`config.mk`:
```
export PLATFORM = sky130hd
export DESIGN_NAME = calibrated_piecewise_linear_lookup
export DESIGN_NICKNAME = d
export VERILOG_FILES = /design/src/hdl/cpll_pkg.sv /design/src/hdl/cpll_div.sv /design/src/hdl/calibrated_piecewise_linear_lookup.sv
export SDC_FILE = /design/constraint.sdc
export NUM_CORES = 2
export LEC_CHECK = 0
export BUFFER_PORTS_ARGS = -buffer_cell sky130_fd_sc_hd__buf_4
export CAP_MARGIN = 20
export CORE_MARGIN = 5
export CORE_UTILIZATION = 40
export CTS_CLUSTER_DIAMETER = 30
export DETAILED_ROUTE_END_ITERATION = 8
export PLACE_DENSITY = 0.58
export REMOVE_ABC_BUFFERS = 1
export SLEW_MARGIN = 5
export SYNTH_ARGS = -nofsm -noshare
export SYNTH_HDL_FRONTEND = slang
export SYNTH_HIERARCHICAL = 1
export SYNTH_SLANG_ARGS = --single-unit
```
`constraint.sdc`:
```
create_clock -name aclk -period 10.9 [get_ports aclk]
set_input_delay 1.09 -clock aclk [delete_from_list [all_inputs] [get_ports aclk]]
set_output_delay 1.09 -clock aclk [all_outputs]
set_load 0.05 [all_outputs]
```
`src/hdl/cpll_pkg.sv`:
```
// shared types, widths and command codes for the calibrated piecewise-linear lookup
// used by the top level, the serial divider and the port checker
`default_nettype none

package cpll_pkg;

    localparam int CMD_W          = 2;
    localparam int ENTRY_W        = 4;
    localparam int FLOW_W         = 16;
    localparam int COUNT_W        = 16;
    localparam int S_TDATA_W      = ((ENTRY_W + FLOW_W + COUNT_W + 7) / 8) * 8;
    localparam int M_TDATA_W      = ((COUNT_W + 7) / 8) * 8;
    localparam int POINTS_DEFAULT = 10;

    // signed spans and differences of 16-bit values
    localparam int SPAN_W    = FLOW_W + 1;
    // product of two spans, also the dividend magnitude width
    localparam int NUM_W     = 2 * SPAN_W;
    localparam int DEN_W     = FLOW_W;
    // quotient plus offset before clamping
    localparam int RES_W     = NUM_W + 2;
    // divider retires two quotient bits per cycle
    localparam int DIV_CYCLES = NUM_W / 2;

    localparam logic [CMD_W-1:0] CMD_LOAD   = 2'd0;
    localparam logic [CMD_W-1:0] CMD_LOOKUP = 2'd1;
    localparam logic [CMD_W-1:0] CMD_RECAL  = 2'd2;

    localparam logic [FLOW_W-1:0]  FLOW_ZERO_SUB = 16'd100;
    localparam logic [COUNT_W-1:0] COUNT_MIN     = 16'd1;
    localparam logic [COUNT_W-1:0] COUNT_MAX     = 16'hFFFF;

    // which segment of the table brackets the requested flow
    typedef enum logic [1:0] {
        SEG_FIRST = 2'd0,
        SEG_MID   = 2'd1,
        SEG_PAST  = 2'd2
    } seg_t;

    typedef struct packed {
        logic             start;
        logic [NUM_W-1:0] num;
        logic [DEN_W-1:0] den;
    } div_req_t;

    typedef struct packed {
        logic             done;
        logic [NUM_W-1:0] quot;
    } div_rsp_t;

endpackage

`default_nettype wire

```
`src/hdl/cpll_div.sv`:
```
// unsigned shift-subtract divider, two quotient bits per cycle
// depends on cpll_pkg for widths and the request/response structs
`default_nettype none

module cpll_div
    import cpll_pkg::*;
(
    input  wire logic     aclk,
    input  wire logic     aresetn,
    input  wire div_req_t req,
    output div_rsp_t      rsp
);

    localparam int CNT_W = $clog2(DIV_CYCLES + 1);

    logic             busy_reg, busy_next;
    logic             done_reg, done_next;
    logic [CNT_W-1:0] cnt_reg, cnt_next;
    logic [NUM_W-1:0] quo_reg, quo_next;
    logic [DEN_W-1:0] rem_reg, rem_next;
    logic [DEN_W-1:0] den_reg, den_next;
    logic [DEN_W:0]   step1, step2;

    // one restoring step: {quotient bit, new remainder}
    function automatic logic [DEN_W:0] div_step(input logic [DEN_W-1:0] rem,
                                                input logic             bit_in,
                                                input logic [DEN_W-1:0] den);
        logic [DEN_W:0] t;
        t = {rem, bit_in};
        if (t >= {1'b0, den}) begin
            t = t - {1'b0, den};
            return {1'b1, t[DEN_W-1:0]};
        end
        return {1'b0, t[DEN_W-1:0]};
    endfunction

    always_comb begin
        step1     = div_step(rem_reg, quo_reg[NUM_W-1], den_reg);
        step2     = div_step(step1[DEN_W-1:0], quo_reg[NUM_W-2], den_reg);
        busy_next = busy_reg;
        done_next = 1'b0;
        cnt_next  = cnt_reg;
        quo_next  = quo_reg;
        rem_next  = rem_reg;
        den_next  = den_reg;
        if (req.start) begin
            busy_next = 1'b1;
            cnt_next  = CNT_W'(DIV_CYCLES);
            quo_next  = req.num;
            rem_next  = '0;
            den_next  = req.den;
        end else if (busy_reg) begin
            quo_next = {quo_reg[NUM_W-3:0], step1[DEN_W], step2[DEN_W]};
            rem_next = step2[DEN_W-1:0];
            cnt_next = cnt_reg - 1'b1;
            if (cnt_reg == CNT_W'(1)) begin
                busy_next = 1'b0;
                done_next = 1'b1;
            end
        end
    end

    always_ff @(posedge aclk) begin
        if (!aresetn) begin
            busy_reg <= 1'b0;
            done_reg <= 1'b0;
            cnt_reg  <= '0;
        end else begin
            busy_reg <= busy_next;
            done_reg <= done_next;
            cnt_reg  <= cnt_next;
        end
        quo_reg <= quo_next;
        rem_reg <= rem_next;
        den_reg <= den_next;
    end

    assign rsp.done = done_reg;
    assign rsp.quot = quo_reg;

endmodule

`default_nettype wire

```
`src/hdl/calibrated_piecewise_linear_lookup.sv`:
```
// top level: calibration table, bracket search, sequencer and output register
// depends on cpll_pkg and cpll_div
//
// usage
//   s_ channel carries one command per transfer: s_tuser is the command
//   (load, lookup, recalibrate), s_tdata packs entry, flow and value
//   m_ channel returns exactly one count per command: the clamped
//   interpolated count for lookup and recalibrate, zero for a load or an
//   unused command code
//   commands are handled one at a time; s_tready is high only while the
//   sequencer is idle
// sequence
//   load or unused command: straight to the result state, then the output register
//   lookup: the search walks the table one point per cycle up to i, the
//   bracketing point, then the shared divider works through the 34-bit
//   dividend at two bits per cycle
//   recalibrate: a lookup in which each rescaled point first makes a pass
//   through the shared multiplier and divider
// reset: sequencer goes idle, no result pending; table contents are kept
//   and are undefined until loaded
// stall: a finished count waits in the output register; the next command
//   is taken meanwhile and its result waits until the register frees
`default_nettype none

module calibrated_piecewise_linear_lookup
    import cpll_pkg::*;
#(
    parameter int POINTS = POINTS_DEFAULT
) (
    input  wire logic                 aclk,
    input  wire logic                 aresetn,
    input  wire logic                 s_tvalid,
    output logic                      s_tready,
    input  wire logic [S_TDATA_W-1:0] s_tdata,   // entry[3:0], flow[19:4], value[35:20]
    input  wire logic [CMD_W-1:0]     s_tuser,   // command[1:0]
    output logic                      m_tvalid,
    input  wire logic                 m_tready,
    output logic [M_TDATA_W-1:0]      m_tdata    // count[15:0]
);

    localparam int IW = $clog2(POINTS);
    localparam logic [IW-1:0] LAST_IDX = IW'(POINTS - 1);

    typedef enum logic [10:0] {
        S_IDLE  = 11'b000_0000_0001,
        S_SRCH  = 11'b000_0000_0010,
        S_SMUL  = 11'b000_0000_0100,
        S_SDIV  = 11'b000_0000_1000,
        S_SWAIT = 11'b000_0001_0000,
        S_LMUL1 = 11'b000_0010_0000,
        S_LMUL2 = 11'b000_0100_0000,
        S_LSUM  = 11'b000_1000_0000,
        S_LDIV  = 11'b001_0000_0000,
        S_LWAIT = 11'b010_0000_0000,
        S_FIN   = 11'b100_0000_0000
    } state_t;

    // table storage
    logic [FLOW_W-1:0]  flow_mem  [POINTS];
    logic [COUNT_W-1:0] count_mem [POINTS];
    logic [FLOW_W-1:0]  rd_flow_reg;
    logic [COUNT_W-1:0] rd_count_reg;

    state_t                   state_reg, state_next;
    logic [CMD_W-1:0]         cmd_reg, cmd_next;
    logic [FLOW_W-1:0]        flow_reg, flow_next;      // requested flow as given
    logic [COUNT_W-1:0]       value_reg, value_next;    // measured flow
    logic [FLOW_W-1:0]        feff_reg, feff_next;      // flow with zero taken as 100
    logic [IW-1:0]            scan_reg, scan_next;      // table read address
    logic                     have_reg, have_next;      // read data is valid
    logic [IW-1:0]            idx_reg, idx_next;        // index of read data / bracket
    logic [FLOW_W-1:0]        hi_flow_reg, hi_flow_next;
    logic [COUNT_W-1:0]       hi_count_reg, hi_count_next;
    logic [FLOW_W-1:0]        lo_flow_reg, lo_flow_next;
    logic [COUNT_W-1:0]       lo_count_reg, lo_count_next;
    seg_t                     seg_reg, seg_next;
    logic                     sel_lo_reg, sel_lo_next;  // scaling the lower point
    logic                     neg_reg, neg_next;
    logic                     clamp_reg, clamp_next;
    logic signed [NUM_W-1:0]  mul_reg, mul_next;
    logic signed [NUM_W-1:0]  acc_reg, acc_next;
    logic signed [NUM_W:0]    sum_reg, sum_next;
    logic signed [RES_W-1:0]  res_reg, res_next;
    logic                     m_tvalid_reg, m_tvalid_next;
    logic [COUNT_W-1:0]       m_count_reg, m_count_next;

    logic                     accept;
    logic [ENTRY_W-1:0]       in_entry;
    logic [FLOW_W-1:0]        in_flow;
    logic [COUNT_W-1:0]       in_value;
    logic                     entry_ok;
    logic                     load_wr;
    logic                     count_wr;
    logic [IW-1:0]            count_wr_addr;
    logic [COUNT_W-1:0]       sat_count;
    logic                     hit;
    logic                     scale_en;

    logic signed [SPAN_W-1:0] span, den_s, cdiff, fdiff;
    logic [FLOW_W-1:0]        fbase;
    logic [SPAN_W-1:0]        den_abs;
    logic [NUM_W:0]           sum_abs;
    logic signed [SPAN_W-1:0] mul_a, mul_b;
    logic signed [NUM_W-1:0]  product;
    logic signed [NUM_W:0]    mul_ext;
    logic signed [NUM_W:0]    q_s;
    logic signed [RES_W-1:0]  res_calc;
    logic [COUNT_W-1:0]       clamp_out;

    div_req_t div_req;
    div_rsp_t div_rsp;

    cpll_div u_div (
        .aclk    (aclk),
        .aresetn (aresetn),
        .req     (div_req),
        .rsp     (div_rsp)
    );

    // input unpacking
    assign in_entry = s_tdata[ENTRY_W-1:0];
    assign in_flow  = s_tdata[ENTRY_W +: FLOW_W];
    assign in_value = s_tdata[ENTRY_W + FLOW_W +: COUNT_W];
    assign s_tready = (state_reg == S_IDLE);
    assign accept   = s_tvalid && s_tready;
    assign entry_ok = ({1'b0, in_entry} < (ENTRY_W + 1)'(POINTS));
    assign load_wr  = accept && (s_tuser == CMD_LOAD) && entry_ok;

    // segment arithmetic on the bracketing points
    assign span  = $signed({1'b0, hi_flow_reg}) - $signed({1'b0, lo_flow_reg});
    assign den_s = (seg_reg == SEG_FIRST) ? $signed({1'b0, hi_flow_reg}) : span;
    assign cdiff = $signed({1'b0, hi_count_reg}) - $signed({1'b0, lo_count_reg});
    assign fbase = (seg_reg == SEG_FIRST) ? '0 :
                   (seg_reg == SEG_PAST)  ? hi_flow_reg : lo_flow_reg;
    assign fdiff = $signed({1'b0, feff_reg}) - $signed({1'b0, fbase});

    assign den_abs = den_s[SPAN_W-1] ? SPAN_W'(-den_s) : SPAN_W'(den_s);
    assign sum_abs = sum_reg[NUM_W] ? (NUM_W + 1)'(-sum_reg) : (NUM_W + 1)'(sum_reg);

    // shared multiplier operand select
    always_comb begin
        mul_a = $signed({1'b0, hi_count_reg});
        mul_b = span;
        if (state_reg == S_SMUL) begin
            mul_a = $signed({1'b0, sel_lo_reg ? lo_count_reg : hi_count_reg});
            mul_b = $signed({1'b0, value_reg});
        end else if (state_reg == S_LMUL1) begin
            mul_a = (seg_reg == SEG_FIRST) ? $signed({1'b0, hi_count_reg}) : cdiff;
            mul_b = fdiff;
        end
    end
    assign product = mul_a * mul_b;

    assign mul_ext = (seg_reg == SEG_PAST) ? $signed({mul_reg[NUM_W-1], mul_reg}) : '0;

    // signed quotient plus the lower count for an inner segment
    assign q_s = neg_reg ? -$signed({1'b0, div_rsp.quot}) : $signed({1'b0, div_rsp.quot});
    assign res_calc = $signed({{(RES_W - NUM_W - 1){q_s[NUM_W]}}, q_s})
                    + ((seg_reg == SEG_MID) ?
                       $signed({{(RES_W - COUNT_W){1'b0}}, lo_count_reg}) : '0);

    assign sat_count = (|div_rsp.quot[NUM_W-1:COUNT_W]) ? COUNT_MAX
                                                          : div_rsp.quot[COUNT_W-1:0];

    always_comb begin
        if (res_reg[RES_W-1] || (res_reg == '0)) begin
            clamp_out = COUNT_MIN;
        end else if (|res_reg[RES_W-2:COUNT_W]) begin
            clamp_out = COUNT_MAX;
        end else begin
            clamp_out = res_reg[COUNT_W-1:0];
        end
    end

    assign hit      = (feff_reg <= rd_flow_reg);
    assign scale_en = (cmd_reg == CMD_RECAL) && (flow_reg != '0);

    // divider requests
    always_comb begin
        div_req = '0;
        if (state_reg == S_SDIV) begin
            div_req.start = 1'b1;
            div_req.num   = NUM_W'(unsigned'(mul_reg));
            div_req.den   = flow_reg;
        end else if (state_reg == S_LDIV) begin
            div_req.start = 1'b1;
            div_req.num   = sum_abs[NUM_W-1:0];
            div_req.den   = den_abs[DEN_W-1:0];
        end
    end

    assign count_wr      = (state_reg == S_SWAIT) && div_rsp.done;
    assign count_wr_addr = sel_lo_reg ? (idx_reg - 1'b1) : idx_reg;

    // sequencer
    always_comb begin
        state_next    = state_reg;
        cmd_next      = cmd_reg;
        flow_next     = flow_reg;
        value_next    = value_reg;
        feff_next     = feff_reg;
        scan_next     = scan_reg;
        have_next     = have_reg;
        idx_next      = idx_reg;
        hi_flow_next  = hi_flow_reg;
        hi_count_next = hi_count_reg;
        lo_flow_next  = lo_flow_reg;
        lo_count_next = lo_count_reg;
        seg_next      = seg_reg;
        sel_lo_next   = sel_lo_reg;
        neg_next      = neg_reg;
        clamp_next    = clamp_reg;
        mul_next      = mul_reg;
        acc_next      = acc_reg;
        sum_next      = sum_reg;
        res_next      = res_reg;
        m_count_next  = m_count_reg;
        m_tvalid_next = m_tvalid_reg;
        if (m_tvalid_reg && m_tready) begin
            m_tvalid_next = 1'b0;
        end

        unique case (state_reg)
            S_IDLE: begin
                if (accept) begin
                    cmd_next   = s_tuser;
                    flow_next  = in_flow;
                    value_next = in_value;
                    feff_next  = (in_flow == '0) ? FLOW_ZERO_SUB : in_flow;
                    scan_next  = '0;
                    have_next  = 1'b0;
                    idx_next   = '0;
                    if ((s_tuser == CMD_LOOKUP) || (s_tuser == CMD_RECAL)) begin
                        clamp_next = 1'b1;
                        state_next = S_SRCH;
                    end else begin
                        // load or unused code answers zero
                        clamp_next = 1'b0;
                        res_next   = '0;
                        state_next = S_FIN;
                    end
                end
            end
            S_SRCH: begin
                scan_next = (scan_reg == LAST_IDX) ? scan_reg : scan_reg + 1'b1;
                have_next = 1'b1;
                if (have_reg) begin
                    hi_flow_next  = rd_flow_reg;
                    hi_count_next = rd_count_reg;
                    lo_flow_next  = hi_flow_reg;
                    lo_count_next = hi_count_reg;
                    if (hit) begin
                        seg_next    = (idx_reg == '0) ? SEG_FIRST : SEG_MID;
                        // first point or exact match rescales one point only
                        sel_lo_next = !((idx_reg == '0) || (flow_reg == rd_flow_reg));
                        state_next  = scale_en ? S_SMUL : S_LMUL1;
                    end else if (idx_reg == LAST_IDX) begin
                        // beyond the table: extend the last segment
                        seg_next    = SEG_PAST;
                        sel_lo_next = 1'b1;
                        state_next  = scale_en ? S_SMUL : S_LMUL1;
                    end else begin
                        idx_next = idx_reg + 1'b1;
                    end
                end
            end
            S_SMUL: begin
                mul_next   = product;
                state_next = S_SDIV;
            end
            S_SDIV: begin
                state_next = S_SWAIT;
            end
            S_SWAIT: begin
                if (div_rsp.done) begin
                    if (sel_lo_reg) begin
                        lo_count_next = sat_count;
                        sel_lo_next   = 1'b0;
                        state_next    = S_SMUL;
                    end else begin
                        hi_count_next = sat_count;
                        state_next    = S_LMUL1;
                    end
                end
            end
            S_LMUL1: begin
                mul_next   = product;
                state_next = S_LMUL2;
            end
            S_LMUL2: begin
                acc_next   = mul_reg;
                mul_next   = product;
                state_next = S_LSUM;
            end
            S_LSUM: begin
                if (den_s == '0) begin
                    // zero span takes the upper count
                    res_next   = $signed({{(RES_W - COUNT_W){1'b0}}, hi_count_reg});
                    state_next = S_FIN;
                end else begin
                    sum_next   = $signed({acc_reg[NUM_W-1], acc_reg}) + mul_ext;
                    state_next = S_LDIV;
                end
            end
            S_LDIV: begin
                neg_next   = sum_reg[NUM_W] ^ den_s[SPAN_W-1];
                state_next = S_LWAIT;
            end
            S_LWAIT: begin
                if (div_rsp.done) begin
                    res_next   = res_calc;
                    state_next = S_FIN;
                end
            end
            S_FIN: begin
                if (!m_tvalid_reg || m_tready) begin
                    m_tvalid_next = 1'b1;
                    m_count_next  = clamp_reg ? clamp_out : '0;
                    state_next    = S_IDLE;
                end
            end
            default: begin
                state_next = S_IDLE;
            end
        endcase
    end

    // table writes and registered reads
    always_ff @(posedge aclk) begin
        if (load_wr) begin
            flow_mem[in_entry[IW-1:0]] <= in_flow;
        end
        if (load_wr) begin
            count_mem[in_entry[IW-1:0]] <= in_value;
        end else if (count_wr) begin
            count_mem[count_wr_addr] <= sat_count;
        end
        rd_flow_reg  <= flow_mem[scan_reg];
        rd_count_reg <= count_mem[scan_reg];
    end

    always_ff @(posedge aclk) begin
        if (!aresetn) begin
            state_reg    <= S_IDLE;
            m_tvalid_reg <= 1'b0;
        end else begin
            state_reg    <= state_next;
            m_tvalid_reg <= m_tvalid_next;
        end
        cmd_reg      <= cmd_next;
        flow_reg     <= flow_next;
        value_reg    <= value_next;
        feff_reg     <= feff_next;
        scan_reg     <= scan_next;
        have_reg     <= have_next;
        idx_reg      <= idx_next;
        hi_flow_reg  <= hi_flow_next;
        hi_count_reg <= hi_count_next;
        lo_flow_reg  <= lo_flow_next;
        lo_count_reg <= lo_count_next;
        seg_reg      <= seg_next;
        sel_lo_reg   <= sel_lo_next;
        neg_reg      <= neg_next;
        clamp_reg    <= clamp_next;
        mul_reg      <= mul_next;
        acc_reg      <= acc_next;
        sum_reg      <= sum_next;
        res_reg      <= res_next;
        m_count_reg  <= m_count_next;
    end

    assign m_tvalid = m_tvalid_reg;
    assign m_tdata  = M_TDATA_W'(m_count_reg);

endmodule

`default_nettype wire

```
Word level (Yosys, flattened, before mapping). Memory sizes are Yosys's and may differ from the RTL's. A register that Yosys moved wholly into a read port is not among the register bits. Cells that the tools add are included.

Register bits after elaboration: 368. RAM bits: 320. Input port bits: 46. Output and inout bits: 18. Word-level logic and storage cells: 223. Memories: 2.

Memories: count_mem (depth 10, bits a word 16, rd ports 1, clocked after memory_dff 1, write ports 1, RTL line calibrated_piecewise_linear_lookup.sv:60) `logic [COUNT_W-1:0] count_mem [POINTS];`; flow_mem (depth 10, bits a word 16, rd ports 1, clocked after memory_dff 1, write ports 1, RTL line calibrated_piecewise_linear_lookup.sv:59) `logic [FLOW_W-1:0] flow_mem [POINTS];`.

Add/subtract/negate cells: 14. Multipliers: 1. $lt $le $gt $ge: 4. Equality and inequality tests: 33. Mux-type cells: 90. Bitwise logic cells: 5. Reduce and logical (&&, ||, !) cells: 44.

Operator list (count): $mux W16 (16); $mux W17 (10); $mux W36 (4); $pmux W11 S11 (1); $pmux W36 S3 (1); $mux W34 (3); $mux W51 (2); $mux W11 (9); $mux W35 (2); $pmux W16 S2 (2); $sub A16 B16 Y17 (3); $add A35 B17 Y36 (1); $logic_not A36 Y1 (1); $add A34 B35 Y35 (1); $neg A34 Y35 (1); $ge A17 B16 Y1 (2); $mul A17 B17 Y34 (1); $neg A34 Y34 (1); $sub A16 B16 Y16 (2); $mux W4 (7); $mux W1 (23); $reduce_or A19 Y1 (1); $ne A2 B2 Y1 const B (9); $reduce_or A18 Y1 (1); other kinds (49) (87).

Logic depth before layout (Yosys ltp).
Depth after elaboration: 8. Gate-level depth with buffers: 41. Gate-level depth less buffers: 39.

By module. The synthesis kept the hierarchy.

Modules (own cells, without submodules): calibrated_piecewise_linear_lookup (instances 1, cells each 3851, area an instance 43242.7 um^2, seq. area each 18988.2 um^2); cpll_div (instances 1, cells each 444, area an instance 4722.0 um^2, seq. area each 1961.9 um^2).

Least setup slack after synthesis. OpenSTA, ideal clock, no wires.

Path type: register to register. Start: register seg_reg[0]. End: register mul_reg[33] (data pin). Setup time: 0.260 ns. Data arrival time: 8.932 ns. Data required time: 10.640 ns. Setup slack: 1.708 ns. Cell stages (with the launch flop): 35. Path buffers: 3. Period minus slack after synthesis: 9.192 ns. Cells stage by stage: edfxtp_1 > clkbuf_1 > buf_1 > a22oi_1 > ha_1 > nor2b_1 > o21a_1 > o21ai_0 > a21oi_1 > a311oi_1 > o21ai_0 > a21o_1 > a21oi_1 > xnor2_1 > o21ai_1 > clkbuf_1 > nor2_1 > fa_1 > fa_1 > fa_1 > fa_1 > fa_1 > inv_1 > fa_1 > inv_1 > ha_1 > a21o_1 > a211o_1 > nor3b_1 > a211o_1 > or4_1 > nand4_1 > o21ai_0 > a21oi_1 > xnor2_1.

Word-level cells in the longest chain between the ends: 7. Elaborated cells between the ends (all ways): 11. Those cells by class: add/sub: 1; mul: 1; eq/ne: 1; mux: 7; reduce/logical: 1.

Ends and longest elaborated chain: start: declaration (RTL line calibrated_piecewise_linear_lookup.sv:76) `seg_t seg_reg, seg_next;`; start signal: assignment (RTL line calibrated_piecewise_linear_lookup.sv:361) `seg_reg <= seg_next;`; $eq A2 B2 Y1 (RTL line calibrated_piecewise_linear_lookup.sv:134) `(seg_reg == SEG_PAST) ? hi_flow_reg : lo_flow_reg;`; $mux W16 (RTL line calibrated_piecewise_linear_lookup.sv:134); $mux W16 (RTL line calibrated_piecewise_linear_lookup.sv:133) `assign fbase = (seg_reg == SEG_FIRST) ? '0 :`; $sub A16 B16 Y17 (RTL line calibrated_piecewise_linear_lookup.sv:135) `assign fdiff = $signed({1'b0, feff_reg}) - $signed({1'b0, fbase});`; $mux W17 (RTL line calibrated_piecewise_linear_lookup.sv:147) `end else if (state_reg == S_LMUL1) begin`; $mux W17 (RTL line calibrated_piecewise_linear_lookup.sv:144) `if (state_reg == S_SMUL) begin`; $mul A17 B17 Y34 (*) (RTL line calibrated_piecewise_linear_lookup.sv:152) `assign product = mul_a * mul_b;`; via product[33] (RTL line calibrated_piecewise_linear_lookup.sv:104) `logic signed [NUM_W-1:0] product;`; end signal: assignment (RTL line calibrated_piecewise_linear_lookup.sv:365) `mul_reg <= mul_next;`; end: declaration (RTL line calibrated_piecewise_linear_lookup.sv:80) `logic signed [NUM_W-1:0] mul_reg, mul_next;`.

Mark *: on every way through the listed nets, which the timed path passes. The rest lies on a longest branch. A chain may end at the register's enable or synchronous reset.

Worst setup path in the final report.
Start: register seg_reg[1]. End: register mul_reg[33] (data pin).

Same word-level chain as after synthesis.

==> flow_metrics.py <==
metrics = {
    "hold_path": {
        "min_from": "mul_reg[0]",
        "holdCritPathClass": "reg2reg",
    },
    "floorplan": {
        "rows": 127,
        "start_util": 0.401,
        "die_area_um2": 127000,
        "io_pins": 64,
        "die_y_um": 356,
        "placeableCoreArea_um2": 119000,
        "die_width_um": 356,
    },
    "place": {
        "dp.cells": 5880,
        "place.port_buffers": 59,
        "place_congestion": 0.917,
        "hpwl_um": 92300,
        "post-place-ws_ns": 0.898,
    },
    "routing": {
        "route.vias.total": 32500,
        "wl_per_cell_um": 19.8,
        "vias_per_cell": 5.26,
        "ant_nets": 0,
        "dr.pass1.iters": 7,
        "drc_errors": 0,
        "totalWireLength_um": 122000,
        "drt-initial-drc-count": 2219,
    },
    "logic_synthesis": {
        "yosysWarnings": 6,
        "avgSynthCellArea_um2": 11.2,
        "yosysSeqAreaShare": 0.437,
        "syn_area_um2": 48000,
        "synth_edf_count": 653,
        "ys_types": 99,
        "synthFlopType": "edfxtp_1",
        "ys_seq_elements": 720,
        "async_reset_ff_frac": 0,
        "syn_inst": 4295,
    },
    "critical_path": {
        "rrSetupSlack_ns": 0.87,
        "start_kind": "flop",
        "worstPathMaxFanout": 17,
        "cp-endpoint": "mul_reg[33]",
        "path_class": "reg2reg",
        "rr_endpoint": "mul_reg[33]",
        "critPathMaxStageDelay_ns": 0.75,
        "cp.arrival_ns": 10.51,
        "crit_family": "adder cells",
        "critPathSlowestCell": "a221o_1",
        "crit_start": "seg_reg[1]",
        "cp_num_buf_inv": 6,
        "critPathRequiredTime_ns": 11.38,
        "path_depth": 36,
        "worstReg2RegStart": "seg_reg[1]",
        "crit_path_end_kind": "flop",
        "r2r_cells": 36,
    },
    "sta": {
        "finalHoldViolations": 0,
        "fin_skew_ns": 0.0603,
        "max_slew_margin": 0.233,
        "rsz0062_at_grt": "no",
        "drv_slew": 0,
        "worstMarginPinSlew_ns": 1.14,
        "setup_viol": 0,
        "finalCritPeriodShare": 0.920,
        "setup_slack_ns": 0.867,
        "fin_tns_setup_ns": 0,
        "clock.fmax_mhz": 99.7,
        "layout_min_cycle_time_ns": 10.03,
    },
    "global_routing": {
        "grt_pass1_wl_um": 191000,
        "grt_max_degree": 68,
        "overflow": 0,
        "grtUsageMet2": 0.294,
        "grt_antenna_before_repair": 0,
        "grt_use_met3": 0.0333,
        "grt_most_used_layer": "met2",
        "grt_usage": 0.193,
        "use_met1": 0.283,
        "first_global_vias": 32600,
    },
    "cts": {
        "post-cts-setup-buffers": 0,
        "ctsHoldBuffers": 0,
        "htreeDepth": 4,
        "cts_root_buf": "clkbuf_16",
        "cts_tree": "yes",
        "path_clk_slew_ns": 0.05,
        "cts_buffers": 157,
        "clk_latency_ns": 0.77,
        "clock_sinks": 720,
        "cts_resized": 0,
        "clock_path_buffers": 3,
    },
    "cells_and_area": {
        "fin_nets": 5020,
        "fillers": 10900,
        "drive_gt1_frac": 0.123,
        "multi_input_area_um2": 24600,
        "final_cell_mix": "edfxtp_1 (653), inv_1 (470), nand2_1 (387)",
        "area_growth_pct": 16.4,
        "finish.utilization": 0.467,
        "regArea_um2": 21000,
        "antennaDiodeCount": 0,
        "layout.cells.most_common": "edfxtp_1",
        "instances_no_fill": 6170,
    },
    "run": {
        "cap_violations": 0,
    },
    "power": {
        "peakVddDrop_v": 0.000433,
        "p_leak_nw": 22.2,
        "power.density_nw_per_um2": 308,
    },
    "outcome": {
        "status": "completed",
    },
}
==> cells by family after synthesis <==
logic type                 synth area share
AOI/OAI and AO/OA                     0.107
xor gates and xnor gates             0.0475
adders and majority gates             0.190
buffers and inverters                0.0524
DFF                                   0.437
muxes                                0.0476
and+or+nand+nor                       0.119
==> stage by stage <==
| stage | total power, W | cell area (um^2) | hold slack [ns] |
|---|---|---|---|
| finish | 0.0172 | 55800 | 0.468 |
| global route | 0.0187 | 55800 | 0.466 |
| CTS | 0.0174 | 55800 | 0.449 |
| detailed placement | 0.0126 | 50400 | 0.457 |
| global placement | 0.0125 | 50400 | 0.453 |
| floorplan | 0.0108 | 47200 | 0.441 |
==> cell usage after synthesis, types with 26 or more instances <==
| master | n | area, um^2 |
|---|---|---|
| and2_1 | 85 | 532 |
| a21oi_1 | 198 | 991 |
| mux2_2 | 41 | 462 |
| nand2_1 | 387 | 1450 |
| o21ai_1 | 26 | 130 |
| fa_1 | 304 | 6090 |
| nor2_1 | 309 | 1160 |
| xor2_1 | 110 | 963 |
| xnor2_1 | 150 | 1310 |
| ha_1 | 243 | 3040 |
| o21ai_0 | 169 | 846 |
| nor3_1 | 89 | 445 |
| nor2b_1 | 64 | 400 |
| clkbuf_1 | 143 | 537 |
| o21a_1 | 60 | 450 |
| mux4_2 | 64 | 1440 |
| dfxtp_1 | 67 | 1340 |
| a21o_1 | 63 | 473 |
| inv_1 | 471 | 1770 |
| nand3_1 | 48 | 240 |
| o22a_1 | 38 | 333 |
| a211oi_1 | 52 | 390 |
| nand2b_1 | 43 | 269 |
| edfxtp_1 | 653 | 19600 |
| mux2i_1 | 38 | 380 |
| nor4_1 | 31 | 194 |
==> report_power, final <==
group          switching, W  leakage [nW]  internal (W)  total, W
Clock               0.00161          2.60       0.00306   0.00467
Combinational       0.00490          13.1       0.00369   0.00859
Sequential         0.000196          6.53       0.00374   0.00393
==> worst min-delay path by stage <==
stage                             end  depth (start not counted)
after detailed placement   acc_reg[0]                          0
after global placement    acc_reg[15]                          0
after global routing       cmd_reg[0]                          1
final                      acc_reg[0]                          0
after floorplan            acc_reg[0]                          0
after CTS                  cmd_reg[0]                          1
==> area by class of cell <==
type / count / area share
multi-input combinational: 2926 / 0.440
sequential: 720 / 0.375
clock buffer: 182 / 0.0726
tap: 1612 / 0.0361
inverter: 472 / 0.0317
clock inverter: 108 / 0.0237
timing repair buffer: 150 / 0.0201
==> metal layers <==
layer,up-vias,part of all wire
met4,0,0.027
met3,202,0.065
met2,952,0.44
met5,-,0
li1,15400,-
met1,15900,0.47
(Power assumes the default switching activity.)
